--- src/hdl/gbc_pkg.sv ---
`timescale 1ns / 1ps
// ----------------------------------------------------------------------------
// gbc_pkg
// Types, S-box constants and key schedule for the 64-bit Feistel block cipher.
// ----------------------------------------------------------------------------
package gbc_pkg;

  localparam int unsigned HalfW   = 32;
  localparam int unsigned KeyN    = 8;
  localparam int unsigned Rounds  = 32;
  localparam int unsigned Shift   = 11;
  localparam int unsigned CfgIdxW = 4;

  typedef enum logic {
    ACT_ENCRYPT = 1'b0,
    ACT_DECRYPT = 1'b1
  } action_e;

  typedef struct packed {
    action_e           action;
    logic [HalfW-1:0]  block_high;
    logic [HalfW-1:0]  block_low;
  } in_t;

  typedef struct packed {
    logic [HalfW-1:0]  result_high;
    logic [HalfW-1:0]  result_low;
  } out_t;

  // Per-stage pipeline state.
  typedef struct packed {
    action_e           action;
    logic [HalfW-1:0]  passive;
    logic [HalfW-1:0]  active;
  } stage_t;

  // Row n holds S-box n, entry i in bits [4i+3:4i].
  localparam logic [63:0] SBOX [KeyN] = '{
    64'h35F7C1B6E08D29A4,
    64'h95701832AFD6C4BE,
    64'hB9067CFE243AD185,
    64'h352BC64EF9801AD7,
    64'h2B30E9A48DF517C6,
    64'hEFC95863D1270AB4,
    64'hC2867EA095F314BD,
    64'hC8B6E3294A750DF1
  };

  function automatic logic [3:0] sbox_lookup(input int unsigned row, input logic [3:0] nib);
    logic [63:0] r;
    r = SBOX[row];
    return r[{nib, 2'b00} +: 4];
  endfunction

  // Key word used at schedule step: 0..7 three times, then 7..0.
  function automatic logic [2:0] sched_index(input int unsigned step);
    logic [4:0] s;
    s = step[4:0];
    if (s < 5'd24) begin
      return s[2:0];
    end else begin
      return ~s[2:0];
    end
  endfunction

endpackage

--- src/hdl/gbc_round.sv ---
`timescale 1ns / 1ps
// ----------------------------------------------------------------------------
// gbc_round
// One cipher round: key add mod 2^32, S-box layer, rotate left, XOR.
// ----------------------------------------------------------------------------
module gbc_round (
  input  logic [gbc_pkg::HalfW-1:0] active_i,
  input  logic [gbc_pkg::HalfW-1:0] passive_i,
  input  logic [gbc_pkg::HalfW-1:0] key_i,
  output logic [gbc_pkg::HalfW-1:0] fresh_o
);

  logic [gbc_pkg::HalfW-1:0] sum;
  logic [gbc_pkg::HalfW-1:0] sub;
  logic [gbc_pkg::HalfW-1:0] rot;

  assign sum = active_i + key_i;

  // S1 sits on the most significant nibble.
  always_comb begin
    for (int unsigned n = 0; n < gbc_pkg::KeyN; n++) begin
      sub[gbc_pkg::HalfW-4-4*n +: 4] = gbc_pkg::sbox_lookup(n, sum[gbc_pkg::HalfW-4-4*n +: 4]);
    end
  end

  assign rot     = {sub[gbc_pkg::HalfW-gbc_pkg::Shift-1:0],
                    sub[gbc_pkg::HalfW-1:gbc_pkg::HalfW-gbc_pkg::Shift]};
  assign fresh_o = passive_i ^ rot;

endmodule

--- config.mk ---
export PLATFORM = sky130hd
export DESIGN_NAME = gbc_round
export DESIGN_NICKNAME = d
export VERILOG_FILES = /design/src/hdl/gbc_pkg.sv /design/src/hdl/gbc_round.sv
export SDC_FILE = /design/constraint.sdc
export NUM_CORES = 1
export LEC_CHECK = 0
export BUFFER_PORTS_ARGS = -buffer_cell sky130_fd_sc_hd__buf_2
export CAP_MARGIN = 20
export CORE_MARGIN = 3
export CORE_UTILIZATION = 49
export DETAILED_ROUTE_END_ITERATION = 7
export MAX_ROUTING_LAYER = met4
export PLACE_DENSITY = 0.83
export SETUP_SLACK_MARGIN = 0.1
export SKIP_LAST_GASP = 1
export SLEW_MARGIN = 10
export SYNTH_ARGS = -nofsm -noshare
export SYNTH_HDL_FRONTEND = slang
export SYNTH_SLANG_ARGS = --single-unit
--- constraint.sdc ---
create_clock -name vclk -period 4.1
set_input_delay 0.615 -clock vclk [all_inputs]
set_output_delay 0.615 -clock vclk [all_outputs]
set_load 0.005 [all_outputs]
==> flow_metrics.py <==
metrics = {
    "outcome": {
        "status": "finished with violations",
        "violations": "setup timing",
    },
    "routing": {
        "vias_per_cell": 5.85,
        "num_vias": 4935,
        "drt-total-wl_um": 13700,
        "wire_per_inst_um": 16.2,
        "ant_nets": 0,
        "first_pass_iters": 6,
        "drc": 0,
        "initialDrtViolationCount": 386,
    },
    "sta": {
        "hold_viol": 0,
        "max_freq_mhz": 228,
        "setup_violations": 12,
        "tns_ns": -1.84,
        "rsz0062_at_grt": "yes",
        "fin_ws_ns": -0.294,
        "worst_pin_slew_ns": 0.647,
        "relSlewSlack_pct": 56.6,
        "finalMaxSlewViolations": 0,
        "finalCritPeriodShare_pct": 107,
        "min_period_ns": 4.39,
    },
    "synth": {
        "synth-simple-area-share_pct": 18.1,
        "synth_compound_area_share_pct": 26.0,
        "syn-cell-area_mm2": 0.00394,
        "synthXorXnorAreaFrac_pct": 13.7,
        "synth_fa_ha_area_share_pct": 24.6,
        "seq_area_frac_synth_pct": 0,
        "syn_inst": 505,
        "syn_area_per_cell_um2": 7.81,
        "muxShareOfSynthArea_pct": 11.6,
        "synth_top_area_share_pct": 24.1,
        "synth_top_area_cell": "ha_1",
        "synth.net_count": 678,
        "synth_cell_type_count": 73,
        "synth.area.top_cells": "ha_1 (24%), xnor2_1 (6.7%), xor2_1 (5.8%)",
        "ys_warn_count": 0,
        "synth_top_family_by_area": "compound AO/OA/AOI/OAI gates",
    },
    "placement": {
        "port_buffers": 128,
        "gp_congestion": 0.949,
        "dp_cells": 825,
        "dp_hpwl_um": 10000,
        "post_dp_cell_area_mm2": 0.00547,
    },
    "power_and_ir_drop": {
        "p_total_mw": 1.70,
        "p_leak_nw": 3.02,
        "ir_drop_mv": 0.151,
        "power_density_mw_per_mm2": 278,
    },
    "worst_setup_path": {
        "endpoint_kind": "primary output",
        "worst_ep_required_time_ns": 3.48,
        "cp.arrival_ns": 3.78,
        "start_kind": "input port",
        "worstSetupPathType": "input port to primary output",
        "crit_fanout": 3,
    },
    "cts": {
        "ctsHoldBuffers": 0,
    },
    "grt": {
        "grt_first_pass_wirelength_um": 19500,
        "grt_pass1_vias": 4545,
        "gr-total-overflow": 0,
        "grt_usage_pct": 25.9,
        "antenna_found_initial": 0,
        "grt_max_degree": 11,
    },
    "floorplanning": {
        "io_pins": 128,
        "die_width_um": 95.7,
        "dieHeight_um": 95.7,
        "initial_core_util_pct": 50.8,
        "die_area_mm2": 0.00916,
        "rows": 32,
        "core_mm2": 0.00777,
    },
    "layout": {
        "final_layout_size_suffix_gt1_share_pct": 48.2,
        "nets": 917,
        "fin_area_mm2": 0.00611,
        "syn_to_final_growth_pct": 55.0,
        "antenna_cells": 0,
        "regArea_um2": 0,
        "fin_cells": 844,
        "seq_cells": 0,
        "clock_buffers": 0,
    },
    "worst_hold_path": {
        "min_from": "passive_i[18]",
        "hold_depth": 3,
        "hp-class": "input port to primary output",
        "hold_end": "fresh_o[18]",
    },
    "flow_run": {
        "maxCapViolations": 0,
    },
}
critical path, stage by stage:
cell and delay [ns]:
buf_6 0.08, ha_4 0.14, inv_2 0.03, fa_2 0.36, nor2b_4 0.15, o21ai_2 0.08, a211o_1 0.30, a211o_1 0.32
buf_4 0.15, nand2b_1 0.07, xnor2_1 0.16, inv_1 0.17, buf_4 0.20, ha_4 0.16, mux2_2 0.25, mux2i_1 0.19
xor2_1 0.19, buf_2 0.16
cells in the final DEF (no fill, tap or decap), types with 4 or more instances in the layout:
cell and n:
mux2i_1 21, a211o_1 4, or2_2 4, nand2_1 29, a31oi_1 6, inv_1 34, and3_1 4, nor3_1 7
a21oi_2 11, nand4_1 8, buf_4 110, ha_4 14, inv_2 8, xor2_1 21, a211oi_1 6, a21oi_1 31
ha_2 9, mux4_2 9, nand2b_1 7, buf_6 14, nand3_1 8, o21a_1 5, nor2_1 29, xor2_2 5
o21ai_2 4, o21ai_1 6, xnor2_2 8, ha_1 53, o21ai_0 20, o211ai_1 4, buf_2 123, a21o_1 13
xnor2_1 22
where the power goes:
part / internal, mW / total, mW / switching, mW
Sequential: 0 / 0 / 0
Combinational: 0.870 / 1.70 / 0.829
Clock: 0 / 0 / 0
Total: 0.870 / 1.70 / 0.829
metrics by stage:
stage | worst slack (ns) | hold slack [ns] | utilization (%)
2_1_floorplan | 0.0498 | 1.28 | -
3_3_place_gp | -0.216 | 1.48 | 70.4
3_5_place_dp | -0.331 | 1.48 | 70.4
4_1_cts | -0.164 | 1.48 | 75.0
5_1_grt | -0.432 | 1.50 | 78.7
6_report | -0.294 | 1.48 | 78.7
cell type report:
class	instances	area (um^2)
timing repair buffer	248	1610
fill	490	1660
multi-input combinational	452	4210
tap	102	128
inverter	42	158
cell usage after synthesis, drive strengths merged (3+ instances only):
| master | count |
|---|---|
| ha | 76 |
| a21oi | 43 |
| inv | 42 |
| nand2 | 32 |
| xnor2 | 31 |
| o21ai | 30 |
| nor2 | 29 |
| xor2 | 28 |
| mux2i | 22 |
| a21o | 13 |
| a211oi | 9 |
| mux4 | 9 |
| nand3 | 9 |
| nor3 | 9 |
| nand4 | 8 |
| buf | 7 |
| nand2b | 7 |
| a31oi | 6 |
| nor3b | 5 |
| o21a | 5 |
| a211o | 4 |
| and3 | 4 |
| clkbuf | 4 |
| nor2b | 4 |
| nor4 | 4 |
| o211ai | 4 |
| o21bai | 4 |
| or2 | 4 |
| mux2 | 3 |
| nand3b | 3 |
| o2111ai | 3 |
| or3 | 3 |
how the worst max path moves through the flow:
stage                        to  cells after the start         start  slack (ns)
finish               fresh_o[4]                     18   active_i[0]       -0.29
global route         fresh_o[8]                     19   active_i[0]       -0.43
CTS                 fresh_o[10]                     17  active_i[11]       -0.16
detailed placement  fresh_o[10]                     19   active_i[0]       -0.33
global placement     fresh_o[8]                     19   active_i[0]       -0.22
floorplan            fresh_o[8]                     17   active_i[0]        0.05
what timing repair did:
item | in CTS | in global routing
gates cloned | 0 | 0
buffers inserted | 13 | 6
pin swaps | 30 | 35
gates resized for setup | 48 | 46
endpoints found under the setup margin | 18 | 23
layer usage:
metal	track usage, %	up-vias	wire length, um
met2	48.2	259	7100
li1	-	2345	-
met3	0.938	48	955
met5	-	-	0
met4	5.33	0	417
met1	30.8	2283	5230
logic make-up after synthesis:
group,Yosys count
mux,34
fa+ha+maj,77
buf+inv,53
xor+xnor,59
compound gates,151
simple gates,131
No activity file was read; power rests on OpenSTA's default activity.
