File: src/hdl/gbc_pkg.sv
`timescale 1ns / 1ps
// ----------------------------------------------------------------------------
// gbc_pkg
// Types, S-box constants and key schedule for the 64-bit Feistel block cipher.
// ----------------------------------------------------------------------------
package gbc_pkg;

  localparam int unsigned HalfW   = 32;
  localparam int unsigned KeyN    = 8;
  localparam int unsigned Rounds  = 32;
  localparam int unsigned Shift   = 11;
  localparam int unsigned CfgIdxW = 4;

  typedef enum logic {
    ACT_ENCRYPT = 1'b0,
    ACT_DECRYPT = 1'b1
  } action_e;

  typedef struct packed {
    action_e           action;
    logic [HalfW-1:0]  block_high;
    logic [HalfW-1:0]  block_low;
  } in_t;

  typedef struct packed {
    logic [HalfW-1:0]  result_high;
    logic [HalfW-1:0]  result_low;
  } out_t;

  // Per-stage pipeline state.
  typedef struct packed {
    action_e           action;
    logic [HalfW-1:0]  passive;
    logic [HalfW-1:0]  active;
  } stage_t;

  // Row n holds S-box n, entry i in bits [4i+3:4i].
  localparam logic [63:0] SBOX [KeyN] = '{
    64'h35F7C1B6E08D29A4,
    64'h95701832AFD6C4BE,
    64'hB9067CFE243AD185,
    64'h352BC64EF9801AD7,
    64'h2B30E9A48DF517C6,
    64'hEFC95863D1270AB4,
    64'hC2867EA095F314BD,
    64'hC8B6E3294A750DF1
  };

  function automatic logic [3:0] sbox_lookup(input int unsigned row, input logic [3:0] nib);
    logic [63:0] r;
    r = SBOX[row];
    return r[{nib, 2'b00} +: 4];
  endfunction

  // Key word used at schedule step: 0..7 three times, then 7..0.
  function automatic logic [2:0] sched_index(input int unsigned step);
    logic [4:0] s;
    s = step[4:0];
    if (s < 5'd24) begin
      return s[2:0];
    end else begin
      return ~s[2:0];
    end
  endfunction

endpackage

File: src/hdl/gbc_top_stub_placeholder_never_used.sv
`timescale 1ns / 1ps
// ----------------------------------------------------------------------------
// gbc_key_regs
// Key word register file, written through the configuration port.
// ----------------------------------------------------------------------------
module gbc_key_regs (
  input  logic                                         clk_i,
  input  logic                                         rst_ni,
  input  logic                                         cfg_we_i,
  input  logic [gbc_pkg::CfgIdxW-1:0]                  cfg_idx_i,
  input  logic [gbc_pkg::HalfW-1:0]                    cfg_data_i,
  output logic [gbc_pkg::KeyN-1:0][gbc_pkg::HalfW-1:0] key_o
);

  logic [gbc_pkg::KeyN-1:0][gbc_pkg::HalfW-1:0] key_q;

  // Indexes 8 and above are ignored.
  always_ff @(posedge clk_i or negedge rst_ni) begin
    if (!rst_ni) begin
      key_q <= '0;
    end else if (cfg_we_i && !cfg_idx_i[gbc_pkg::CfgIdxW-1]) begin
      key_q[cfg_idx_i[2:0]] <= cfg_data_i;
    end
  end

  assign key_o = key_q;

endmodule

File: config.mk
export PLATFORM = sky130hd
export DESIGN_NAME = gbc_key_regs
export DESIGN_NICKNAME = d
export VERILOG_FILES = /design/src/hdl/gbc_pkg.sv /design/src/hdl/gbc_top_stub_placeholder_never_used.sv
export SDC_FILE = /design/constraint.sdc
export NUM_CORES = 1
export LEC_CHECK = 0
export BUFFER_PORTS_ARGS = -buffer_cell sky130_fd_sc_hd__buf_2
export CAP_MARGIN = 20
export CORE_MARGIN = 1.5
export CORE_UTILIZATION = 46
export DETAILED_ROUTE_END_ITERATION = 8
export MAX_ROUTING_LAYER = met4
export PLACE_DENSITY = 0.8
export SYNTH_ARGS = -nofsm -noshare
export SYNTH_HDL_FRONTEND = slang
export SYNTH_SLANG_ARGS = --single-unit
File: constraint.sdc
create_clock -name clk_i -period 0.85 [get_ports clk_i]
set_clock_uncertainty 0.2 [all_clocks]
set_input_delay 0.0425 -clock clk_i [delete_from_list [all_inputs] [get_ports clk_i]]
set_output_delay 0.0425 -clock clk_i [all_outputs]
set_load 0.03 [all_outputs]
==> results of run 1 <==
## logic make-up after synthesis
family | Yosys count | share of synthesized area (%)
buffers and inverters | 28 | 1.59
DFF | 256 | 67.2
muxes | 256 | 30.3
and+or+nand+nor | 12 | 0.919
## cell type report
type | count | area (µm²)
Timing Repair Buffer | 621 | 6800
Sequential cell | 256 | 6410
Multi-Input combinational cell | 268 | 3610
Fill cell | 716 | 2260
Clock buffer | 41 | 808
Tap cell | 270 | 338
Clock inverter | 6 | 82.6
## through the flow
stage	total power [mW]	instance area (µm²)	std cells	hold slack, ns
final	53.4	18000	1462	-0.807
after detailed placement	30.9	12400	1201	-0.270
after floorplan	25.1	9770	552	-0.453
after CTS	49.5	17000	1378	-0.822
after global placement	30.5	12400	1201	-0.274
after global routing	54.6	18000	1462	-0.807
## layout by cell type, fill, tap and decap left out
master / Yosys / layout
nor3b_4: 0 / 3
nand2_8: 0 / 1
nor2_4: 0 / 1
bufinv_16: 0 / 2
buf_8: 0 / 8
mux2_2: 205 / 102
nor2_2: 0 / 1
buf_12: 0 / 27
and3_4: 0 / 1
nand2b_4: 0 / 1
dfrtp_1: 256 / 256
buf_4: 6 / 112
buf_2: 19 / 36
clkbuf_16: 0 / 33
nand3b_1: 3 / 3
mux2_4: 0 / 154
buf_16: 0 / 9
nand2_1: 2 / 1
buf_6: 0 / 389
clkbuf_8: 0 / 8
dlygate4sd3_1: 0 / 34
clkbuf_1: 3 / 6
clkinv_2: 0 / 3
clkinvlp_4: 0 / 1
## final timing paths
check	slack, ns	startpoint	to	depth (start not counted)
worst max-delay path	-0.64	key_o[158]	key_o[158]	1
worst max register to register	-0.42	key_o[218]	key_o[218]	3
worst min-delay path	-0.81	rst_ni	key_o[128]	1
min in group clk_i	0.07	cfg_idx_i[2]	key_o[245]	5
worst min register to register	0.33	key_o[20]	key_o[20]	1
max in group asynchronous	-0.01	rst_ni	key_o[245]	3
## cells in the mapped netlist, drive strengths merged
cell	instances	area share (%)
buf	25	1.5
and3	1	0.066
nand2b	1	0.066
nand3b	3	0.24
mux2	256	30
nor2	2	0.079
dfrtp	256	67
clkbuf	3	0.12
nor3b	3	0.39
nand2	2	0.079
## timing repair
action                                  in CTS  in global routing
hold endpoints to repair                   512                250
endpoints found under the setup margin     512                520
cloned                                      15                  7
pin swaps                                    4                  5
gates resized for setup                    710                114
hold buffers                                34                  1
setup buffers                               82                107
## report_power, final
group / internal, mW / switching, mW
Clock: 7.12 / 5.15
Combinational: 12.5 / 11.0
Sequential: 15.0 / 2.68
Total: 34.7 / 18.8
## metal layers
metal	vias to the layer above	global-route usage [%]	part of all wire [%]
met5	-	-	0
met3	180	6.83	8.4
met2	513	61.7	50
met1	4257	41.4	36
met4	0	15.3	6.4
li1	3201	-	-
==> run metrics, run 1 <==
Max H-tree Level=1; Worst Path Required=0.61 ns; Achievable Freq=673 MHz; area delta synth->final=89.4%; Initial Utilization=46.9%; unrepaired setup endpoints after global routing=true; Rows=52; I/O Buffers=294; #FFs+latches synth=256; CTS Buf Count=27; failing checks=negative hold slack, negative setup slack; Clock Pin Slew Worst Setup and Hold Paths=0.06 ns; Cell variety after synth=12; initial antenna violation count=0; Worst VDD drop=2.03 mV; crit-path cells=buf_6; largest net degree at the start of global routing=43; hold slack final=-0.807 ns; Crit. End Element=primary output; share of layout cells above drive strength 1=74.8%; DR WL/cell=30.2 µm; post-route ant nets=0; Leakage Power=8.91 nW; Setup violations, final=520; crit path time final=1.49 ns; routed wire length=44200 µm; Tightest Hold Check Type=input port to asynchronous set/reset pin; fin crit share=175%; CP max stage cell=dfrtp_1; Post-Synthesis Cells=552; vias=~8200; Die ar.=0.0216 mm²; CTS root buf=clkbuf_16; Detail Placement HPWL=16500 µm; pre-CTS setup slack=-0.899 ns; Ports=about 300; Least-Margin Pin Slew=0.437 ns; drt pass-1 iters=5; Net Count, Synth=between 500 and 600; worst path arrival time=1.24 ns; Netlist Area Pre-Place=0.00953 mm²; setup TNS=-229.83 ns; CTS tree=yes; die height=147 µm; worst-path fanout max=2; nature of the critical path startpoint=flip-flop; CP bufs+invs=1; core area=~0.020 mm²; Max Slew Vio Count=0; Synth Warn #=0; Max-Cap Viols=0; insertion delay to the later sink of the worst-skew pair=0.52 ns; first-pass GRT wire length=55800 µm; final count of hold timing violations=about 240; fin util=88.9%; die width=around 150 µm; clk sinks=256; clk buf depth=3; outcome=finished with violations; number of flip-flops in the largest register=256; cell family with most CP delay=flip-flops; Antenna Cells=0; slowest stage delay, CP=0.53 ns; PD cells=just under 3000 mW/mm²; Seq/Total Area, Yosys=slightly below 70%; Slew HR=70.8%; setup ws final=-0.636 ns; critical path class=flip-flop to primary output; drc violations=0; DR iter-0 viols=between 400 and 500; total gr overflow=0; number of global-route vias before repair=8698; gr usage total=35.9%; vias per cell=5.58; nets=1213; Placer Congestion=0.761; syn_area_per_cell=roughly 17 µm²
No activity file was read; power rests on OpenSTA's default activity.
==> run 2, diff against run 1 <==
--- a/config.mk
+++ b/config.mk
@@ -12,6 +12,7 @@
 export DETAILED_ROUTE_END_ITERATION = 8
 export MAX_ROUTING_LAYER = met4
 export PLACE_DENSITY = 0.8
+export SLEW_MARGIN = 15
 export SYNTH_ARGS = -nofsm -noshare
 export SYNTH_HDL_FRONTEND = slang
 export SYNTH_SLANG_ARGS = --single-unit
==> constraint.sdc (replaced) <==
create_clock -name clk_i -period 0.85 [get_ports clk_i]
set_clock_uncertainty 0.2 [all_clocks]
set_input_delay 0.1275 -clock clk_i [delete_from_list [all_inputs] [get_ports clk_i]]
set_output_delay 0.1275 -clock clk_i [all_outputs]
set_load 0.03 [all_outputs]
==> run 2 against run 1 <==
  * The run still ends with negative hold slack, negative setup slack left
  * Hold slack improved by 0.084 ns
  * Sequential share of layout area up 2.7 points
  * Sequential power about the same
  * First-iteration DRC count fell by 21%
  * Die area unchanged
  * Total power shrank 5.4%
  * Non-clock buffer count down 122
==> run metrics, run 2 (synthesis gave the netlist of run 1 again) <==
setup ws final=-0.650 ns (-0.0141 ns); DR WL/cell=28.3 µm (-6.5%); vias=7296 (-10%); routed wire length=37900 µm (-14%); largest net degree at the start of global routing=36 (-16%); Antenna Cells=0 (unchanged); Tightest Hold Check Type=input port to asynchronous set/reset pin; failing checks=negative hold slack, negative setup slack; clk buf depth=3 (unchanged); hold slack final=-0.723 ns (+0.0844 ns); cell-internal power=33.0 mW (-4.7%); Setup violations, final=512 (-1.5%); Worst Path Required=0.52 ns (-0.09 ns); crit-path cells=buf_6; worst path arrival time=1.17 ns (-0.07 ns); initial antenna violation count=0 (unchanged); Leakage Power=8.24 nW (-7.5%); clk sinks=256 (unchanged); CP bufs+invs=1 (unchanged); CTS tree=yes; cell family with most CP delay=flip-flops; Max H-tree Level=1 (unchanged); Least-Margin Pin Slew=0.401 ns (-0.0352 ns); Seq pwr share=34.9% (+1.7 points); Clock Pin Slew Worst Setup and Hold Paths=0.07 ns (about the same); post-route ant nets=0 (unchanged); drc violations=0 (unchanged); Max Slew Vio Count=0 (unchanged); most common cell after layout, fill and taps aside=buf_6; outcome=finished with violations; I/O Buffers=294 (unchanged); first-pass GRT wire length=48700 µm (-13%); total gr overflow=0 (unchanged); switch share=34.7% (-0.48 points); nets=1091 (-10%); number of flip-flops in the largest register=256 (unchanged); Die ar.=0.0216 mm² (unchanged); Crit. End Element=primary output; CTS root buf=clkbuf_16; gr usage total=31.1% (-4.8 points); setup TNS=-240.25 ns (-10.42 ns); Slew HR=73.2% (+2.4 points); Ports=295 (unchanged); area delta synth->final=76.1%; unrepaired setup endpoints after global routing=true; worst-path fanout max=2 (unchanged); number of global-route vias before repair=7627 (-12%); critical path class=flip-flop to primary output; placed cell count=1125 (-6.3%); Worst VDD drop=2.05 mV (+1.3%); final count of hold timing violations=489 (+100%); Placer Congestion=0.784 (+3.1%); drt pass-1 iters=4 (-1); Clock Power Share=25.1% (+2.1 points); core area=0.0203 mm² (unchanged); FF-to-FF path depth=3 (unchanged); die height=147 µm (unchanged); vias per cell=5.44 (-2.3%); fin crit share=176% (+1.7 points); post-route cell area=0.0168 mm² (-7.0%); Rows=52 (unchanged); DR iter-0 viols=352 (-21%); r2r endpoint=key_o[155]; dpl cell area=0.0119 mm² (-4.0%); NetSw=17.5 mW (-6.7%); Max-Cap Viols=0 (unchanged); pre-CTS setup slack=-0.890 ns (+0.00908 ns); CTS Buf Count=27 (unchanged); Detail Placement HPWL=16500 µm (about the same); slowest stage delay, CP=0.46 ns (-0.07 ns); Initial Utilization=46.9% (unchanged); fin cells=1340 (-8.3%); RR Startpoint=key_o[155]; combinational share of power=40.0% (-3.9 points); fin util=82.7% (-6.2 points); insertion delay to the later sink of the worst-skew pair=0.52 ns (about the same); die width=147 µm (unchanged); share of layout cells above drive strength 1=75.0% (+0.12 points); crit path time final=1.50 ns (+0.0141 ns); commonest cells after routing, fill and taps aside=buf_6 (305), dfrtp_1 (256), mux2_4 (147), mux2_2 (109), buf_4 (102); setup slack, reg-to-reg=-0.41 ns (about the same); CP max stage cell=dfrtp_1; Achievable Freq=667 MHz (-0.94%); PD cells=3010 mW/mm² (+1.7%); nature of the critical path startpoint=flip-flop; overall power=50.6 mW (-5.4%)
[run 2: final cells by class]
| type | instances | area (µm²) |
|---|---|---|
| fill | 874 | 3520 |
| clock buffer | 35 | 746 |
| multi-input combinational | 268 | 3580 |
| clock inverter | 12 | 189 |
| sequential | 256 | 6410 |
| timing repair buffer | 499 | 5520 |
| tap | 270 | 338 |
[run 2: power groups by stage]
stage	Sequential (mW)	Combinational, mW	Clock [mW]
2_1_floorplan	22.3	2.75	0
3_3_place_gp	16.6	12.7	0
3_5_place_dp	16.7	13.0	0
4_1_cts	17.2	17.7	12.6
5_1_grt	17.8	20.8	13.3
6_report	17.6	20.2	12.7
[run 2: repair_timing]
action / CTS / global route
gates cloned: 19 / 7
pin swaps: 4 / 5
hold buffers: 4 / 3
buffers inserted: 65 / 98
endpoints found under the hold margin: 512 / 507
gates resized for setup: 607 / 121
setup endpoints to repair: 512 / 530
[run 2: worst max-delay path by stage]
stage	from	to	slack (ns)	depth (start not counted)
6_report	key_o[125]	key_o[125]	-0.65	1
5_1_grt	key_o[125]	key_o[125]	-0.63	1
2_1_floorplan	cfg_idx_i[3]	key_o[181]	-0.66	4
4_1_cts	key_o[186]	key_o[186]	-0.59	1
3_5_place_dp	cfg_idx_i[3]	key_o[115]	-0.89	6
3_3_place_gp	cfg_idx_i[3]	key_o[107]	-0.87	6
[run 2: routing by layer]
| metal | vias to the layer above | wire (µm) | part of all wire (%) | track usage (%) |
|---|---|---|---|---|
| met4 | 0 | 1780 | 4.7 | 11.5 |
| met5 | - | 0 | 0 | - |
| met1 | 3849 | 14500 | 38 | 36.3 |
| li1 | 2966 | - | - | - |
| met3 | 113 | 2210 | 5.8 | 6.86 |
| met2 | 368 | 19400 | 51 | 53.0 |
[run 2: worst register-to-register path: cells and delay by family (launching register included)]
family,cells,cell delay [ns]
buffers and inverters,2,0.27
flip-flops,1,0.40
multiplexers,1,0.28
==> run 3, diff against run 2 <==
--- a/config.mk
+++ b/config.mk
@@ -11,7 +11,7 @@
 export CORE_UTILIZATION = 46
 export DETAILED_ROUTE_END_ITERATION = 8
 export MAX_ROUTING_LAYER = met4
-export PLACE_DENSITY = 0.8
+export PLACE_DENSITY = 0.76
 export SLEW_MARGIN = 15
 export SYNTH_ARGS = -nofsm -noshare
 export SYNTH_HDL_FRONTEND = slang
==> run 3 against run 2 <==
  * The run still ends with negative hold slack, negative setup slack left
  * Highest routed layer unchanged
  * Combinational power down 2%
  * First-iteration DRC count down 37%
  * Critical path depth unchanged
  * Largest power group unchanged
  * Via count down 3.9%
==> run metrics, run 3 (synthesis gave the netlist of run 1 again) <==
die height=147 µm (unchanged); pre-CTS setup slack=-0.928 ns (-0.0376 ns); post-route ant nets=0 (unchanged); CTS root buf=clkbuf_16; Multi-input gate area=0.00360 mm² (+0.52%); r2r endpoint=key_o[221]; number of flip-flops in the largest register=256 (unchanged); core area=0.0203 mm² (unchanged); worst path arrival time=1.13 ns (-0.04 ns); area delta synth->final=73.6%; routed wire length=34100 µm (-9.9%); share of layout cells above drive strength 1=74.6% (-0.38 points); Seq pwr share=35.7% (+0.8 points); Initial Utilization=46.9% (unchanged); register area=0.00641 mm² (unchanged); Setup violations, final=512 (unchanged); setup ws final=-0.607 ns (+0.0427 ns); drc violations=0 (unchanged); fin util=81.5% (-1.2 points); failing checks=negative hold slack, negative setup slack; crit path time final=1.46 ns (-0.0427 ns); RR Startpoint=key_o[221]; Ports=295 (unchanged); drt pass-1 iters=4 (unchanged); Die ar.=0.0216 mm² (unchanged); Clock Pin Slew Worst Setup and Hold Paths=0.07 ns (about the same); slowest stage delay, CP=0.43 ns (-0.03 ns); post-route cell area=0.0165 mm² (-1.4%); commonest cells after routing, fill and taps aside=buf_6 (298), dfrtp_1 (256), mux2_4 (152), mux2_2 (104), buf_4 (97); total gr overflow=0 (unchanged); Antenna Cells=0 (unchanged); vias per cell=5.30 (-2.7%); insertion delay to the later sink of the worst-skew pair=0.52 ns (about the same); DR WL/cell=25.8 µm (-8.8%); FF-to-FF path depth=3 (unchanged); unrepaired setup endpoints after global routing=true; overall power=48.9 mW (-3.3%); Hold Startpoint=cfg_data_i[11]; cell family with most CP delay=flip-flops; critical path class=flip-flop to primary output; crit-path cells=buf_6; Max-Cap Viols=0 (unchanged); Worst VDD drop=2.08 mV (+1.5%); Worst Path Required=0.52 ns (about the same); clk buf depth=3 (unchanged); first-pass GRT wire length=47200 µm (-3.0%); hold slack final=-0.254 ns (+0.469 ns); gr usage total=30.1% (-1.1 points); WHS Endpoint=key_o[107]; worst-path fanout max=2 (unchanged); Clock Power Share=23.7% (-1.4 points); I/O Buffers=294 (unchanged); worst hold stages=2; nature of the critical path startpoint=flip-flop; cell-internal power=32.0 mW (-3.1%); largest net degree at the start of global routing=51 (+42%); Crit. End Element=primary output; dpl cell area=0.0118 mm² (-1.0%); Leakage Power=8.13 nW (-1.4%); outcome=finished with violations; most common cell after layout, fill and taps aside=buf_6; PD cells=2960 mW/mm² (-1.9%); Least-Margin Pin Slew=0.315 ns (-0.0859 ns); fin crit share=171% (-5.0 points); nets=1075 (-1.5%); Tightest Hold Check Type=input port to flip-flop; clk sinks=256 (unchanged); CTS tree=yes; number of global-route vias before repair=7412 (-2.8%); NetSw=16.9 mW (-3.7%); setup slack, reg-to-reg=-0.41 ns (about the same); Detail Placement HPWL=16800 µm (+1.5%); switch share=34.5% (-0.14 points); DR iter-0 viols=222 (-37%); CTS Hold Bufs=1 (-3); CP max stage cell=dfrtp_1; die width=147 µm (unchanged); filler instances=946 (+8.2%); Rows=52 (unchanged); Achievable Freq=686 MHz (+2.9%); Max H-tree Level=1 (unchanged); CP bufs+invs=1 (unchanged); final count of hold timing violations=256 (-48%); Slew HR=78.9% (+5.7 points); Max Slew Vio Count=0 (unchanged); initial antenna violation count=0 (unchanged); Placer Congestion=0.763 (-2.7%); vias=7015 (-3.9%); combinational share of power=40.6% (+0.6 points); CTS Buf Count=27 (unchanged)
[run 3: power by group through the flow]
| stage | clock network (mW) | registers [mW] | logic, mW |
|---|---|---|---|
| finish | 11.6 | 17.5 | 19.8 |
| global route | 12.2 | 17.7 | 20.5 |
| CTS | 11.6 | 17.2 | 18.0 |
| detailed placement | 0 | 16.6 | 13.0 |
| global placement | 0 | 16.5 | 12.8 |
| floorplan | 0 | 22.3 | 2.75 |
[run 3: metrics by stage]
step,std cells,setup TNS [ns]
global route,1324,-243.51
global placement,1122,-210.35
finish,1324,-227.65
detailed placement,1122,-214.19
CTS,1250,-212.54
floorplan,552,-143.99
[run 3: worst max-delay path by stage]
stage / from / endpoint / slack [ns] / cells past startpoint
final: key_o[124] / key_o[124] / -0.61 / 1
after global routing: key_o[124] / key_o[124] / -0.62 / 1
after CTS: key_o[192] / key_o[192] / -0.59 / 1
after detailed placement: cfg_idx_i[3] / key_o[112] / -0.93 / 6
after global placement: cfg_idx_i[3] / key_o[112] / -0.90 / 6
after floorplan: cfg_idx_i[3] / key_o[181] / -0.66 / 4
[run 3: repair_timing]
item                                    4_1_cts  5_1_grt
gates resized for setup                     677       72
pin swaps                                     4        4
endpoints found under the setup margin      512      512
endpoints found under the hold margin       512      256
setup buffers                                63       98
gates cloned                                 18        4
[run 3: cell type report]
type,instances,area share (%)
Timing Repair Buffer,483,32.3
Multi-Input combinational cell,268,21.7
Tap cell,270,2.04
Clock inverter,9,0.575
Clock buffer,38,4.58
Sequential cell,256,38.7
[run 3: metal layers]
| layer | track usage [%] | wire (µm) | up-vias |
|---|---|---|---|
| li1 | - | - | 2930 |
| met1 | 36.0 | 13000 | 3696 |
| met4 | 10.3 | 1470 | 0 |
| met5 | - | 0 | - |
| met3 | 4.78 | 1740 | 95 |
| met2 | 51.8 | 17900 | 294 |
